## src/rtl/haversine_distance_top_assert.svh

```systemverilog
// Assertion macros for the haversine distance pipeline
`ifndef HAVERSINE_DISTANCE_TOP_ASSERT_SVH
`define HAVERSINE_DISTANCE_TOP_ASSERT_SVH

// Implication checked on every edge outside reset
`define HD_ASSERT_IMP(lbl, clk, rstn, ante, cons) \
  lbl: assert property (@(posedge clk) disable iff (!rstn) (ante) |-> (cons)) \
    else $error("assertion failed");

// Next-cycle implication checked outside reset
`define HD_ASSERT_NXT(lbl, clk, rstn, ante, cons) \
  lbl: assert property (@(posedge clk) disable iff (!rstn) (ante) |=> (cons)) \
    else $error("assertion failed");

`endif

```

## src/rtl/hav_sqrt.sv

```systemverilog
// Pipelined bitwise square root of a Q30 value, one result bit per stage
module hav_sqrt (
  input  logic        clk,
  input  logic        en,
  input  logic [31:0] v,
  output logic [31:0] root
);
  localparam int NS = 32;

  logic [63:0] n_r [NS+1];
  logic [63:0] r_r [NS+1];

  always_comb begin
    n_r[0] = {v, 30'd0} & 64'h3FFF_FFFF_FFFF_FFFF;
    r_r[0] = '0;
  end

  // bit walks 2^62 down to 2^0; leading zero stages keep r at zero
  for (genvar i = 0; i < NS; i++) begin : g_stg
    localparam logic [63:0] BIT = 64'd1 << (62 - 2 * i);
    logic [63:0] n_nxt, r_nxt;
    always_comb begin
      if (n_r[i] >= r_r[i] + BIT) begin
        n_nxt = n_r[i] - (r_r[i] + BIT);
        r_nxt = (r_r[i] >> 1) + BIT;
      end else begin
        n_nxt = n_r[i];
        r_nxt = r_r[i] >> 1;
      end
    end
    always_ff @(posedge clk) begin
      if (en) begin
        n_r[i+1] <= n_nxt;
        r_r[i+1] <= r_nxt;
      end
    end
  end

  assign root = r_r[NS][31:0];

endmodule

```

## config.mk

```make
export PLATFORM = sky130hd
export DESIGN_NAME = hav_sqrt
export DESIGN_NICKNAME = d
export VERILOG_FILES = /design/src/rtl/haversine_distance_top_assert.svh /design/src/rtl/hav_sqrt.sv
export SDC_FILE = /design/constraint.sdc
export NUM_CORES = 2
export LEC_CHECK = 0
export ABC_AREA = 1
export CORE_ASPECT_RATIO = 0.75
export CORE_MARGIN = 5
export CORE_UTILIZATION = 35
export DETAILED_ROUTE_END_ITERATION = 8
export DONT_BUFFER_PORTS = 1
export PLACE_DENSITY = 0.54
export SLEW_MARGIN = 25
export SYNTH_ARGS = -nofsm -noshare
export SYNTH_HDL_FRONTEND = slang
export SYNTH_SLANG_ARGS = --single-unit
```

## constraint.sdc

```tcl
create_clock -name clk -period 3.3 [get_ports clk]
set_input_delay 0.165 -clock clk [delete_from_list [all_inputs] [get_ports clk]]
set_output_delay 0.165 -clock clk [all_outputs]
set_load 0.05 [all_outputs]
```

## Yosys cells after proc, flatten, opt, wreduce, memory -nomap -nowiden

Index checks and enable logic that the tools add are counted.

| operators by class | value |
|---|---|
| add/sub/neg operators | 93 |
| $lt $le $gt $ge | 32 |
| mux-type cells | 63 |

Operator list:

| cell | number |
|---|---|
| $ge A64 B64 Y1 | 31 |
| $mux W63 | 31 |
| $mux W64 | 30 |
| $sub A64 B64 Y64 | 30 |
| $add A63 B11 Y64 const B | 1 |
| $add A63 B13 Y64 const B | 1 |
| $add A63 B15 Y64 const B | 1 |
| $add A63 B17 Y64 const B | 1 |
| $add A63 B19 Y64 const B | 1 |
| $add A63 B21 Y64 const B | 1 |
| $add A63 B23 Y64 const B | 1 |
| $add A63 B25 Y64 const B | 1 |
| $add A63 B27 Y64 const B | 1 |
| $add A63 B29 Y64 const B | 1 |
| $add A63 B3 Y64 const B | 1 |
| $add A63 B31 Y64 const B | 1 |
| $add A63 B33 Y64 const B | 1 |
| $add A63 B35 Y64 const B | 1 |
| $add A63 B37 Y64 const B | 1 |
| $add A63 B39 Y64 const B | 1 |
| $add A63 B41 Y64 const B | 1 |
| $add A63 B43 Y64 const B | 1 |
| $add A63 B45 Y64 const B | 1 |
| $add A63 B47 Y64 const B | 1 |
| other kinds (46) | 46 |

| word-level totals | value |
|---|---|
| register bits | 4000 |
| bits of input ports | 34 |
| output and inout bits | 32 |
| logic and storage cells | 282 |

## Depth between registers and ports, before layout

| logic depth | value |
|---|---|
| depth in word-level cells | 3 |
| gate-level depth with buffers | 18 |
| depth with buffers taken out | 17 |

## Least setup slack after synthesis

OpenSTA, ideal clock, no wires.

| path | value |
|---|---|
| kind | flip-flop to flip-flop |
| start | register n_r[858] (netlist name) |
| end | register n_r[803] (netlist name) (data pin) |
| setup time | 0.261 ns |
| arrival | 2.163 ns |
| required time | 3.039 ns |
| slack | 0.876 ns |
| stages on the path, launching flop included | 13 |
| buffers on the path | 2 |
| clock period less this slack | 2.424 ns |
| cells stage by stage | edfxtp_1 -> ha_1 -> fa_1 -> nand3_1 -> nand2_1 -> nand2_1 -> nand2_1 -> nand2_1 -> nand4_4 -> inv_2 -> buf_4 -> buf_4 -> o21ai_0 |

| on the way | value |
|---|---|
| word-level cells in the longest chain between the ends | 2 |
| elaborated cells on any way between the ends | 3 |
| those cells by class | add/sub: 1; order compare: 1; mux: 1 |

RTL lines:

| what | RTL line | text |
|---|---|---|
| from (decl) | hav_sqrt.sv:10 | `logic [63:0] n_r [NS+1];` |
| from (signal, indexed assignment) | hav_sqrt.sv:33 | `n_r[i+1] <= n_nxt;` |
| $sub A64 B64 Y64 / $ge A64 B64 Y1 (equally long branches) | hav_sqrt.sv:24, hav_sqrt.sv:23 |  |
| $mux W64 (*) | hav_sqrt.sv:23 | `if (n_r[i] >= r_r[i] + BIT) begin` |
| named net g_stg[19].n_nxt[35] | hav_sqrt.sv:21 | `logic [63:0] n_nxt, r_nxt;` |

Mark *: on every way through the listed nets, which the timed path passes. The rest lies on a longest branch.
A chain may end at the register's enable or synchronous reset.

## Final worst setup path

| path | value |
|---|---|
| start | register n_r[198] (netlist name) |
| end | register n_r[173] (netlist name) (data pin) |

| on the way | value |
|---|---|
| word-level cells in the longest chain between the ends | 2 |
| elaborated cells on any way between the ends | 3 |
| those cells by class | add/sub: 1; order compare: 1; mux: 1 |

RTL lines:

| what | RTL line |
|---|---|
| $sub A64 B64 Y64 / $ge A64 B64 Y1 (equally long branches) | hav_sqrt.sv:24, hav_sqrt.sv:23 |
| $mux W64 (*) | hav_sqrt.sv:23 |
| named net g_stg[29].n_nxt[45] | hav_sqrt.sv:21 |

Marks and branches as above.

==> run_summary.xml <==
<?xml version="1.0" encoding="UTF-8"?>
<metrics>
  <group name="power">
    <metric name="leakagePower" unit="nW">54.5</metric>
    <metric name="power.density" unit="nW/µm²">611</metric>
    <metric name="worst_ir_drop_vdd" unit="V">0.000538</metric>
    <metric name="totalPowerFinal" unit="W">0.0760</metric>
  </group>
  <group name="finish">
    <metric name="nets" unit="">15000</metric>
    <metric name="final_util" unit="%">39.3</metric>
    <metric name="final_cell_count_no_fill" unit="">18900</metric>
    <metric name="flow.area_growth_from_synthesis" unit="%">11.8</metric>
    <metric name="layout-drive-gt1-share" unit="%">3.69</metric>
  </group>
  <group name="grt">
    <metric name="grt_max_degree" unit="">116</metric>
    <metric name="gr-total-overflow" unit="">0</metric>
    <metric name="globalRouteTotalUtil" unit="%">21.3</metric>
    <metric name="antenna_found_initial" unit="">9</metric>
    <metric name="first_global_vias" unit="">85800</metric>
    <metric name="grt_pass1_wl" unit="µm">542000</metric>
  </group>
  <group name="cts">
    <metric name="cts_made_buffers" unit="">194</metric>
    <metric name="root_buffer" unit="">sky130_fd_sc_hd__clkbuf_16</metric>
    <metric name="cts_tree" unit="">built</metric>
    <metric name="worst_setup_hold_path_clk_slew" unit="ns">0.07</metric>
    <metric name="post-cts-setup-buffers" unit="">0</metric>
    <metric name="clk_latency" unit="ns">0.92</metric>
    <metric name="cts.htree.levels" unit="">4</metric>
    <metric name="clock_tree.buffer_depth" unit="">4</metric>
    <metric name="clock_sink_count" unit="">1743</metric>
  </group>
  <group name="die">
    <metric name="die-width" unit="µm">661</metric>
    <metric name="initial_utilization" unit="%">35.1</metric>
    <metric name="top_level_ports" unit="">66</metric>
    <metric name="design.die.area" unit="µm²">329000</metric>
    <metric name="rows" unit="">179</metric>
    <metric name="die-height" unit="µm">498</metric>
    <metric name="core_area" unit="µm²">317000</metric>
  </group>
  <group name="synthesis">
    <metric name="synth-compound-area-share" unit="%">6.83</metric>
    <metric name="post_synth_main_area_contributors" unit="">sky130_fd_sc_hd__edfxtp_1, sky130_fd_sc_hd__nand2_1, sky130_fd_sc_hd__inv_1</metric>
    <metric name="synth-xor-area-share" unit="%">3.53</metric>
    <metric name="syn_area_per_cell" unit="µm²">7.84</metric>
    <metric name="synth_enable_flop_cells" unit="">1743</metric>
    <metric name="synth_top_family_by_area" unit="">simple AND/OR/NAND/NOR gates</metric>
    <metric name="async_flop_share" unit="%">0</metric>
    <metric name="synthTopCellsByCount" unit="">sky130_fd_sc_hd__nand2_1, sky130_fd_sc_hd__inv_1, sky130_fd_sc_hd__edfxtp_1, sky130_fd_sc_hd__nor2_1, sky130_fd_sc_hd__nand3_1</metric>
    <metric name="post-synth-top-area-fraction" unit="%">47.0</metric>
    <metric name="ys_warn_count" unit="">0</metric>
    <metric name="synth.ff_latch_count" unit="">1743</metric>
    <metric name="yosysMostFrequentCell" unit="">sky130_fd_sc_hd__nand2_1</metric>
    <metric name="yosys.area_share.simple" unit="%">28.0</metric>
    <metric name="synth_cell_type_count" unit="">56</metric>
    <metric name="synth-adder-area-share" unit="%">5.83</metric>
    <metric name="synth_area_leader_cell" unit="">sky130_fd_sc_hd__edfxtp_1</metric>
    <metric name="portion_of_netlist_area_occupied_by_mux_cells" unit="%">0</metric>
    <metric name="syn-num-nets" unit="">14700</metric>
    <metric name="yosysSeqAreaShare" unit="%">47.0</metric>
    <metric name="synth_area" unit="µm²">111000</metric>
    <metric name="postSynthCellCount" unit="">14200</metric>
    <metric name="synthFlopType" unit="">sky130_fd_sc_hd__edfxtp_1</metric>
  </group>
  <group name="route">
    <metric name="dr_total_vias" unit="">94100</metric>
    <metric name="via_per_inst" unit="">4.99</metric>
    <metric name="drc" unit="">0</metric>
    <metric name="detail-route-antenna-nets" unit="">0</metric>
    <metric name="initialDrtViolationCount" unit="">10500</metric>
    <metric name="routed_wire_length_per_instance" unit="µm">19.3</metric>
    <metric name="firstDrtPassIters" unit="">6</metric>
    <metric name="finalWirelength" unit="µm">365000</metric>
  </group>
  <group name="worst_setup_path">
    <metric name="critPathSlowestCell" unit="">sky130_fd_sc_hd__fa_1</metric>
    <metric name="endpoint_kind" unit="">register</metric>
    <metric name="cp_data_required_time" unit="ns">3.89</metric>
    <metric name="path_cells" unit="">ha_1 &gt; fa_1 &gt; nand3_1 &gt; nand3_1 &gt; nand2_1 &gt; nand3_1 &gt; nand2_1 &gt; nand2_2 &gt; buf_12 &gt; nand3_1 &gt; nand2_1</metric>
    <metric name="critical_path.max_stage_delay" unit="ns">0.49</metric>
    <metric name="worst_path_most_repeated_cell" unit="">sky130_fd_sc_hd__nand3_1</metric>
    <metric name="critical_path.startpoint_type" unit="">register</metric>
    <metric name="worst_ep_arrival_time" unit="ns">3.73</metric>
    <metric name="path_max_fanout" unit="">24</metric>
    <metric name="crit_type" unit="">reg -&gt; reg</metric>
    <metric name="family_of_cells_with_the_greatest_summed_delay_on_the_critical_path" unit="">simple AND/OR/NAND/NOR gates</metric>
    <metric name="r2r_setup_slack" unit="ns">0.16</metric>
    <metric name="critical_path.n_buffers_inverters" unit="">1</metric>
  </group>
  <group name="timing">
    <metric name="slew_headroom" unit="%">40.0</metric>
    <metric name="post-route-period-util" unit="%">95.2</metric>
    <metric name="min_period" unit="ns">3.14</metric>
    <metric name="unrepaired_setup_endpoints_after_global_routing" unit="">yes</metric>
    <metric name="final_hold_viol_count" unit="">0</metric>
    <metric name="fmax" unit="MHz">318</metric>
    <metric name="skew" unit="ns">0.117</metric>
    <metric name="worst-slew-pin-transition" unit="ns">0.899</metric>
    <metric name="final.hold.worst_slack" unit="ns">0.406</metric>
    <metric name="endpoints_failing_setup" unit="">0</metric>
    <metric name="slew_viol_final" unit="">0</metric>
  </group>
  <group name="run_status">
    <metric name="run_status" unit="">finished, final reports clean</metric>
  </group>
  <group name="placement">
    <metric name="dp.final_hpwl" unit="µm">296000</metric>
    <metric name="io_buffers" unit="">0</metric>
    <metric name="placedCellCount" unit="">18500</metric>
    <metric name="final_weighted_congestion_in_routability_driven_placement" unit="">0.992</metric>
  </group>
  <group name="hold_path">
    <metric name="worst_hold_path_type" unit="">in -&gt; reg</metric>
  </group>
  <group name="run">
    <metric name="max-cap-violations" unit="">0</metric>
  </group>
</metrics>
[layout make-up]
type                       instances  area, µm²
antenna                            2       5.00
clock buffer                     216       5000
clock inverter                   130       1440
fill                           32700     192000
inverter                        2393       8980
multi-input combinational       9927      49200
sequential                      1743      52300
tap                             4253       5320
timing repair buffer             211       2120
[metal layers]
metal  up-vias  track usage [%]  wire [µm]
li1      46800                -          -
met1     43600             33.6     180000
met2      3368             30.1     145000
met3       310             4.61      33900
met4         2             3.14       4850
met5         -            0.219        100
[cells by family after synthesis]
logic type,count (synthesis)
AOI/OAI and AO/OA,1455
DFF,1743
buffers and inverters,2519
and+or+nand+nor,7513
adders and majority gates,510
other,1
xor gates and xnor gates,448
[final timing paths]
path / from / end / depth (start not counted)
hold reg to reg: r_r[217]$_DFFE_PP_ / r_r[152]$_DFFE_PP_ / 0
hold / removal: v[12] / n_r[2026]$_DFFE_PP_ / 2
setup reg to reg: n_r[198]$_SDFFCE_PP0P_ / n_r[173]$_DFFE_PP_ / 11
setup / recovery: n_r[198]$_SDFFCE_PP0P_ / n_r[173]$_DFFE_PP_ / 11
[flip-flops by register name, indices dropped and copies added, names as in the netlist]
| name | flops |
|---|---|
| r_r | 465 |
| n_r | 1247 |
| root | 31 |
[where the power goes]
part	total [W]	leakage, nW	internal [W]	switching (W)
clock network	0.0223	3.10	0.0130	0.00934
registers	0.0313	16.4	0.0283	0.00301
logic	0.0224	34.9	0.00690	0.0155
total	0.0760	54.5	0.0482	0.0278
[cells in the final DEF (no fill, tap or decap), drive strengths merged, types with 10 or more instances in the layout]
cell type       n
nand3b        126
clkinv         74
xor2          159
dlygate4sd3    65
o21ai         614
buf           146
a21boi         20
nor4           88
and3           11
ha            496
nor3          195
clkinvlp       17
a211oi         10
nand3         804
o21a           13
and2           24
o21bai         37
bufinv         26
clkbuf        216
fa             14
xnor2         289
edfxtp       1743
nor2         1546
nand4         270
a21oi         724
or2            53
nand2        4387
inv          2406
a21o           18
[stage by stage]
stage / worst slack, ns / cell area [µm²] / TNS, ns
after global routing: -0.0349 / 124000 / -0.0747
after CTS: 0.0693 / 124000 / 0
after floorplan: 0.876 / 111000 / 0
after global placement: 0.135 / 117000 / 0
after detailed placement: 0.119 / 117000 / 0
final: 0.160 / 124000 / 0
[repair_timing]
| action | CTS | global route |
|---|---|---|
| setup endpoints to repair | 0 | 17 |
| hold endpoints to repair | 78 | 0 |
| resized for setup | 0 | 7 |
| hold buffers | 65 | 0 |
(Power assumes the default switching activity.)
