==> src/rtl/haversine_distance_top_assert.svh <==
// Assertion macros for the haversine distance pipeline
`ifndef HAVERSINE_DISTANCE_TOP_ASSERT_SVH
`define HAVERSINE_DISTANCE_TOP_ASSERT_SVH

// Implication checked on every edge outside reset
`define HD_ASSERT_IMP(lbl, clk, rstn, ante, cons) \
  lbl: assert property (@(posedge clk) disable iff (!rstn) (ante) |-> (cons)) \
    else $error("assertion failed");

// Next-cycle implication checked outside reset
`define HD_ASSERT_NXT(lbl, clk, rstn, ante, cons) \
  lbl: assert property (@(posedge clk) disable iff (!rstn) (ante) |=> (cons)) \
    else $error("assertion failed");

`endif

==> src/rtl/hav_pkg.sv <==
// Package: widths, constants and tables of the haversine distance pipeline
package hav_pkg;

  localparam int CORDIC_STAGES = 24;
  localparam int NSTG = (CORDIC_STAGES < 32) ? CORDIC_STAGES : 32;

  localparam logic signed [63:0] PI_Q30       = 64'sd3373259426;
  localparam logic signed [63:0] HALF_PI_Q30  = 64'sd1686629713;
  localparam logic signed [63:0] ONE_Q30      = 64'sd1073741824;
  localparam logic signed [63:0] GAIN_INV_Q30 = 64'sd652032874;
  localparam logic [15:0]        RADIUS_RESET = 16'd6371;

  typedef logic signed [63:0] q_t;

  // one angle element travelling through a rotation CORDIC
  typedef struct packed {
    q_t   x;
    q_t   y;
    q_t   z;
    logic flip;
  } rot_t;

  function automatic q_t atan_q30(input int i);
    q_t t;
    case (i)
      0: t = 64'sh3243F6A8;  1: t = 64'sh1DAC6705;  2: t = 64'sh0FADBAFC;
      3: t = 64'sh07F56EA6;  4: t = 64'sh03FEAB76;  5: t = 64'sh01FFD55B;
      6: t = 64'sh00FFFAAA;  7: t = 64'sh007FFF55;  8: t = 64'sh003FFFEA;
      9: t = 64'sh001FFFFD; 10: t = 64'sh000FFFFF; 11: t = 64'sh0007FFFF;
      12: t = 64'sh0003FFFF; 13: t = 64'sh0001FFFF; 14: t = 64'sh0000FFFF;
      15: t = 64'sh00007FFF; 16: t = 64'sh00003FFF; 17: t = 64'sh00001FFF;
      18: t = 64'sh00000FFF; 19: t = 64'sh000007FF; 20: t = 64'sh000003FF;
      21: t = 64'sh000001FF; 22: t = 64'sh000000FF; 23: t = 64'sh0000007F;
      24: t = 64'sh0000003F; 25: t = 64'sh0000001F; 26: t = 64'sh0000000F;
      27: t = 64'sh00000008; 28: t = 64'sh00000004; 29: t = 64'sh00000002;
      30: t = 64'sh00000001;
      default: t = '0;
    endcase
    return t;
  endfunction

  // q30 product of two 32-bit operands rounded, shift is arithmetic (floor)
  function automatic q_t mulq(input logic signed [31:0] a, input logic signed [31:0] b);
    q_t p;
    p = q_t'(a) * q_t'(b) + 64'sd536870912;
    return p >>> 30;
  endfunction

endpackage

==> src/rtl/hav_reduce.sv <==
// Angle reduction: fold degrees into a quadrant and scale to Q30 radians
module hav_reduce (
  input  logic           clk,
  input  logic           en,
  input  logic signed [31:0] deg,
  input  logic           frac23,
  output hav_pkg::rot_t  rot
);
  import hav_pkg::*;

  // ceil(2^43 / 45): exact floor division by 45 for dividends below 2^37
  localparam logic [37:0] RECIP45 = 38'd195468733827;
  localparam logic [18:0] RCP_HI  = RECIP45[37:19];
  localparam logic [18:0] RCP_LO  = RECIP45[18:0];

  logic signed [40:0] full, half, quarter, r0, r1, r2;
  logic               flip;
  logic [40:0]        mag;
  logic [62:0]        num;
  logic [62:0]        num_rnd;
  logic [36:0]        quo_in;
  logic [74:0]        prod;
  logic [31:0]        quo;
  logic [29:0]        mag_r;
  logic               neg_r, fr_r, flip_r;
  logic [36:0]        quo_in_r;
  logic               neg2_r, flip2_r;
  logic [36:0]        pp_hh_r, pp_hl_r;
  logic [37:0]        pp_lh_r, pp_ll_r;
  logic               neg3_r, flip3_r;
  q_t                 z;

  // stage A: wrap into [-180,180) and fold into [-90,90]
  always_comb begin
    full    = frac23 ? (41'sd360 <<< 23) : (41'sd360 <<< 22);
    half    = frac23 ? (41'sd180 <<< 23) : (41'sd180 <<< 22);
    quarter = frac23 ? (41'sd90 <<< 23)  : (41'sd90 <<< 22);
    r0 = 41'(deg);
    // |deg| < full, so one correction each way suffices
    if (r0 >= full) r1 = r0 - full;
    else if (r0 < 0) r1 = (r0 + full < 0) ? r0 + full + full : r0 + full;
    else r1 = r0;
    if (r1 >= half) r1 = r1 - full;
    flip = 1'b0;
    r2 = r1;
    if (r1 > quarter) begin
      r2 = r1 - half;
      flip = 1'b1;
    end else if (r1 < -quarter) begin
      r2 = r1 + half;
      flip = 1'b1;
    end
    mag = r2[40] ? 41'(-r2) : 41'(r2);
  end

  always_ff @(posedge clk) begin
    if (en) begin
      mag_r  <= mag[29:0];
      neg_r  <= r2[40];
      fr_r   <= frac23;
      flip_r <= flip;
    end
  end

  // stage B: scale by pi, add half the divisor, drop the 2^(f+2) factor of 180 * 2^f
  always_comb begin
    num = 63'(mag_r) * 63'(PI_Q30[31:0]);
    if (fr_r) begin
      num_rnd = num + (63'd90 << 23);
      quo_in  = num_rnd[61:25];
    end else begin
      num_rnd = num + (63'd90 << 22);
      quo_in  = num_rnd[60:24];
    end
  end

  always_ff @(posedge clk) begin
    if (en) begin
      quo_in_r <= quo_in;
      neg2_r   <= neg_r;
      flip2_r  <= flip_r;
    end
  end

  // stage C: partial products of the reciprocal multiplication by 1/45
  always_ff @(posedge clk) begin
    if (en) begin
      pp_hh_r <= 37'(quo_in_r[36:19]) * 37'(RCP_HI);
      pp_hl_r <= 37'(quo_in_r[36:19]) * 37'(RCP_LO);
      pp_lh_r <= 38'(quo_in_r[18:0]) * 38'(RCP_HI);
      pp_ll_r <= 38'(quo_in_r[18:0]) * 38'(RCP_LO);
      neg3_r  <= neg2_r;
      flip3_r <= flip2_r;
    end
  end

  // stage D: sum the partial products and restore the sign
  always_comb begin
    prod = (75'(pp_hh_r) << 38) + ((75'(pp_hl_r) + 75'(pp_lh_r)) << 19) + 75'(pp_ll_r);
    quo  = prod[74:43];
    z    = neg3_r ? -q_t'(quo) : q_t'(quo);
  end

  always_ff @(posedge clk) begin
    if (en) begin
      rot.x    <= GAIN_INV_Q30;
      rot.y    <= '0;
      rot.z    <= z;
      rot.flip <= flip3_r;
    end
  end

endmodule

==> config.mk <==
export PLATFORM = sky130hd
export DESIGN_NAME = hav_reduce
export DESIGN_NICKNAME = d
export VERILOG_FILES = /design/src/rtl/haversine_distance_top_assert.svh /design/src/rtl/hav_pkg.sv /design/src/rtl/hav_reduce.sv
export SDC_FILE = /design/constraint.sdc
export NUM_CORES = 2
export LEC_CHECK = 0
export BUFFER_PORTS_ARGS = -buffer_cell sky130_fd_sc_hd__buf_2
export CAP_MARGIN = 20
export CORE_AREA = 2 2 407 409
export DETAILED_ROUTE_END_ITERATION = 16
export DIE_AREA = 0 0 409 411
export GPL_TIMING_DRIVEN = 0
export PLACE_DENSITY = 0.5
export SLEW_MARGIN = 40
export SYNTH_ARGS = -nofsm -noshare
export SYNTH_HDL_FRONTEND = slang
export SYNTH_SLANG_ARGS = --single-unit
==> constraint.sdc <==
create_clock -name clk -period 8.45 [get_ports clk]
set_clock_uncertainty 0.05 [all_clocks]
set_input_delay 0.4225 -clock clk [delete_from_list [all_inputs] [get_ports clk]]
set_output_delay 0.4225 -clock clk [all_outputs]
set_load 0.01 [all_outputs]
======== Yosys cells after proc, flatten, opt, wreduce, memory -nomap -nowiden ========
Cells that the tools add are included.
operators by class
  order comparisons ....................... 6
  add/subtract/negate cells ............... 14
  $mul .................................... 5
  multiplexer cells ....................... 13
operators by type and width
  cell                                                                           count
  41-bit 2-to-1 mux                                                              6
  75-bit by 33-bit adder with 75-bit output                                      1
  75-bit by 58-bit adder with 75-bit output                                      1
  32-bit 2-to-1 mux                                                              2
  32-bit negator with 64-bit output                                              1
  62-bit by 30-bit adder with 62-bit output, second input constant               1
  61-bit by 29-bit adder with 61-bit output, second input constant               1
  30-bit by 31-bit multiplier with 61-bit output, second input constant          1
  30-bit 2-to-1 mux                                                              2
  41-bit by 32-bit adder with 41-bit output                                      1
  41-bit by 33-bit adder with 41-bit output                                      1
  41-bit by 32-bit greater-or-equal comparator with 1-bit output                 1
  41-bit by 31-bit greater-than comparator with 1-bit output                     1
  41-bit by 1-bit less-than comparator with 1-bit output, second input constant  1
  41-bit less-than comparator                                                    1
  30-bit negator with 41-bit output                                              1
  41-bit by 32-bit subtractor with 41-bit output                                 1
  41-bit by 33-bit subtractor with 41-bit output                                 1
  32-bit by 38-bit adder with 39-bit output                                      1
  19-bit by 19-bit multiplier with 38-bit output, second input constant          1
  18-bit by 19-bit multiplier with 37-bit output, second input constant          1
  37-bit 2-to-1 mux                                                              1
  32-bit by 33-bit adder with 34-bit output                                      1
  32-bit by 33-bit subtractor with 34-bit output                                 1
  other kinds (7)                                                                7
word-level totals
  flip-flop bits (word level) ............. 279
  output and inout bits ................... 193
  word-level logic and storage cells ...... 54
  input port bits ......................... 35

======== Logic depth before layout (Yosys ltp) ========
  depth after elaboration ................. 13
  depth in mapped cells ................... 38
  depth with buffers taken out ............ 36

======== Worst setup path before layout ========
OpenSTA, ideal clock, no wires.
  kind .................................... flip-flop to flip-flop
  start point ............................. register mag_r[5]
  end point ............................... register quo_in_r[36], data pin
  path slack .............................. -0.732 ns
  clock period less this slack ............ 9.182 ns
  cell stages (with the launch flop) ...... 31
  data required time ...................... 8.129 ns
  data arrival time ....................... 8.861 ns
  path buffers ............................ 1
  cell sequence ........................... edfxtp_1 inv_1 fa_1 inv_1 fa_1 inv_1 fa_1 inv_1 fa_1 inv_1 fa_1 inv_1 fa_1 fa_1 fa_1 ha_1 a21o_1 a21o_1 a221oi_1 o21a_1 o211ai_1 a21oi_1 o31a_1 clkbuf_1 mux2i_1 nor3_1 a2111oi_0 and3_1 and4_1 nor4bb_1 xor2_1
on the way
  longest elaborated chain between the ends .. 3
ends and longest elaborated chain
  item                                                                                                           line                                RTL
  start: declaration                                                                                             hav_reduce.sv:24                    logic [29:0] mag_r;
  start signal: assignment                                                                                       hav_reduce.sv:58                    mag_r <= mag[29:0];
  30-bit by 31-bit multiplier with 61-bit output *                                                               hav_reduce.sv:67                    num = 63'(mag_r) * 63'(PI_Q30[31:0]);
  62-bit by 30-bit adder with 62-bit output / 61-bit by 29-bit adder with 61-bit output (equally long branches)  hav_reduce.sv:69, hav_reduce.sv:72
  37-bit 2-to-1 mux *                                                                                            hav_reduce.sv:68                    if (fr_r) begin
  named net quo_in[36]                                                                                           hav_reduce.sv:21                    logic [36:0] quo_in;
  end signal: assignment                                                                                         hav_reduce.sv:79                    quo_in_r <= quo_in;
  end: declaration                                                                                               hav_reduce.sv:26                    logic [36:0] quo_in_r;
The timed path passes the listed nets; every way through them passes the cells marked *.
A chain may end at the register's enable or synchronous reset.

======== Worst setup path in the final report ========
  start point ............................. register mag_r[3]
  end point ............................... register quo_in_r[36], data pin
The elaborated chain is that of the path after synthesis.

==> results by group <==
Routing
  • First-pass DRT Iterations: 6
  • Final antenna-violating net count: 0
  • Post-DR wirelength/cell: about 16 um
  • Vias post-DR: between 30000 and 40000
  • Final wirelength: between 100000 and 150000 um
  • Drt first-iter violations: ~1600
  • Via density: around 4.5
  • Residual DRC count: 0

Final layout
  • Design Area, Final: about 56000 sq um
  • Most frequent cells in the layout: inv_1 (1075), ha_1 (875), fa_1 (627)
  • Layout Nets: 6862
  • # diodes: 0
  • Filler Cell Count: about 17000
  • Share of cells above drive strength 1: 0.115
  • Area Growth Syn to Fin: 14.1%
  • Commonest non-fill, non-tap cell in the layout: inv_1

Critical path
  • Crit path arrival time: 9.00 ns
  • Crit Path Category: flip-flop to flip-flop
  • CP startpoint kind: flip-flop
  • CP most frequent cell: fa_1
  • R2r endpoint: quo_in_r[36]$_DFFE_PP_
  • CP required: 8.69 ns
  • Reg2reg path depth: 32
  • Reg-to-reg startpoint: mag_r[3]$_DFFE_PP_
  • Max incr delay on CP: roughly 0.56 ns
  • Critical-path top delay cell: fa_1
  • CP max FO: 5
  • Worst setup EP type: flip-flop
  • Crit path from: mag_r[3]$_DFFE_PP_
  • Worst reg2reg setup slack: -0.32 ns

Synthesis
  • Syn avg cell area: ~10 sq um
  • Post-Syn Area: approximately 49000 sq um
  • Ys Warns: 0
  • Sequential area share after synthesis: 0.158
  • Post-synthesis cell count: around 4900
  • Post-synthesis async set-or-reset flop share: 0
  • Number of synthesized flops with an enable pin: approximately 260
  • Synth cell types: 108
  • Largest cells by area after synthesis: fa_1 (26%), ha_1 (23%), edfxtp_1 (16%)
  • Synth Register Bits: roughly 260
  • Cell taking the most area after synthesis: fa_1
  • Main synth FF type: edfxtp_1
  • Top-area cell type share of the netlist area: 0.259

Global routing
  • Vias in the first global route: roughly 35000
  • Initial antenna violation count: 1
  • Met3 global-route usage: 0.0162
  • First-pass GRT wire length: between 150000 and 200000 um
  • Pin count of the biggest net entering global routing: 80
  • Global-route layer with the greatest usage: met2
  • GRT met1 Usage: 0.193
  • Total GRT Usage: 0.145
  • Grt ovf: 0
  • Met2 Use GR: 0.253

Place
  • Placed Area: between 50000 and 60000 sq um
  • PortBufs: 98
  • GPL Wtd Cong: slightly below 0.9
  • DP HPWL: slightly above 100000 um

Floorplan
  • Die area: about 170000 sq um
  • Die X: a little over 400 um
  • Site Rows: 149
  • # IOs: between 200 and 250
  • Die span in y: 411 um
  • Initial Util: 0.298
  • Core area: between 150000 and 200000 sq um

Timing
  • Final period utilization: 1.04
  • Final hold vios: 0
  • Final setup fails: 18
  • RSZ-0062 raised after global routing: yes
  • Peak Freq: 114 MHz
  • Tightest Pin Transition: roughly 0.87 ns
  • Worst slew margin: 0.422
  • Final-report max-slew violation count: 0
  • Worst setup margin: -0.317 ns
  • Fin crit period: between 8 and 9 ns

Clock network
  • TritonCTS clock tree: built
  • CTS clk-pin slew, worst paths: 0.06 ns
  • Clock Path Buffers: 3
  • CTS buffer count: 34
  • Clock Latency Late Sink: between 0.5 and 0.6 ns
  • CTS root buf: clkbuf_16
  • TritonCTS Sinks: roughly 260
  • H-Tree Depth: 2

Run status
  • Failing checks: setup timing
  • Outcome: finished with violations

Hold path
  • Worst min-delay path class: input pin to flip-flop
  • Hold path start: deg[9]
  • Hold path endpoint: mag_r[9]$_DFFE_PP_
  • Hold path depth: 2

Run
  • Maxcap violations: 0
[repair_timing]
item | CTS | global route
buffers inserted | 102 | 23
endpoints found under the hold margin | 1 | 0
pin swaps | 51 | 53
gates cloned | 1 | 0
hold buffers | 1 | 0
endpoints found under the setup margin | 96 | 102
resized for setup | 101 | 82
[cells in the mapped netlist, drive strengths merged, types with 44 or more instances]
library cell	instances
o21ai	142
clkbuf	58
a21o	83
nand2	178
xnor2	211
inv	1089
nor3	61
buf	139
nand3	64
fa	630
o21a	53
a21oi	191
nor2	186
edfxtp	256
xor2	87
ha	889
a31oi	44
[cells by family after synthesis]
family / after synthesis / synth area share
buffers and inverters: 1289 / 0.110
XOR/XNOR: 298 / 0.0535
flip-flops: 256 / 0.158
AND/OR/NAND/NOR: 743 / 0.0768
AO/OA/AOI/OAI: 799 / 0.111
other: 2 / 0.000154
multiplexers: 20 / 0.00439
adder cells (fa/ha/maj): 1519 / 0.487
[layer usage]
metal / vias to the layer above / share of wire
li1: 16951 / -
met1: 16476 / 0.46
met2: 508 / 0.48
met3: 116 / 0.034
met4: 0 / 0.021
met5: - / 0
[sequential cells by signal, indices dropped and copies added, names as in the netlist, 14 cells and up]
register,cells
mag_r,30
pp_hh_r,37
pp_hl_r,29
pp_lh_r,38
pp_ll_r,14
quo_in_r,37
rot,64
[worst max path at each step]
| stage | end | slack [ns] |
|---|---|---|
| 2_1_floorplan | quo_in_r[36]$_DFFE_PP_ | -0.03 |
| 3_3_place_gp | mag_r[29]$_DFFE_PP_ | -1.43 |
| 3_5_place_dp | quo_in_r[30]$_DFFE_PP_ | -1.34 |
| 4_1_cts | quo_in_r[36]$_DFFE_PP_ | -0.29 |
| 5_1_grt | quo_in_r[36]$_DFFE_PP_ | -0.67 |
| 6_report | quo_in_r[36]$_DFFE_PP_ | -0.32 |
[worst max-delay path: cells and delay by family (launching register included)]
family | cells | cell delay [ns]
buffers and inverters | 8 | 0.62
flip-flops | 1 | 0.39
adder cells (fa/ha/maj) | 9 | 4.34
AND/OR/NAND/NOR | 6 | 1.21
AO/OA/AOI/OAI | 7 | 1.38
XOR/XNOR | 2 | 0.49
[layout make-up]
cell class                 instances  area [sq um]  share of cell area
multi-input combinational       3508         37100               0.667
sequential                       256          7690               0.138
inverter                        1092          4110              0.0739
tap                             2189          2740              0.0492
timing repair buffer             225          1590              0.0286
buffer                           191          1260              0.0226
clock buffer                      37           883              0.0159
clock inverter                    25           269             0.00484
[per-stage QoR]
step	setup WS (ns)	util	hold WS [ns]	TNS (ns)	std cells
6_report	-0.317	0.339	0.110	-2.98	7523
5_1_grt	-0.666	0.339	0.0930	-10.38	7523
4_1_cts	-0.288	0.336	0.0660	-1.87	7505
3_5_place_dp	-1.34	0.321	0.355	-55.72	7342
3_3_place_gp	-1.43	0.321	0.363	-75.49	7339
2_1_floorplan	-0.0275	-	0.350	-0.0275	5052
Power is not shown: default switching activity piles up to over one toggle a cycle in this logic, so the estimate is an artifact.
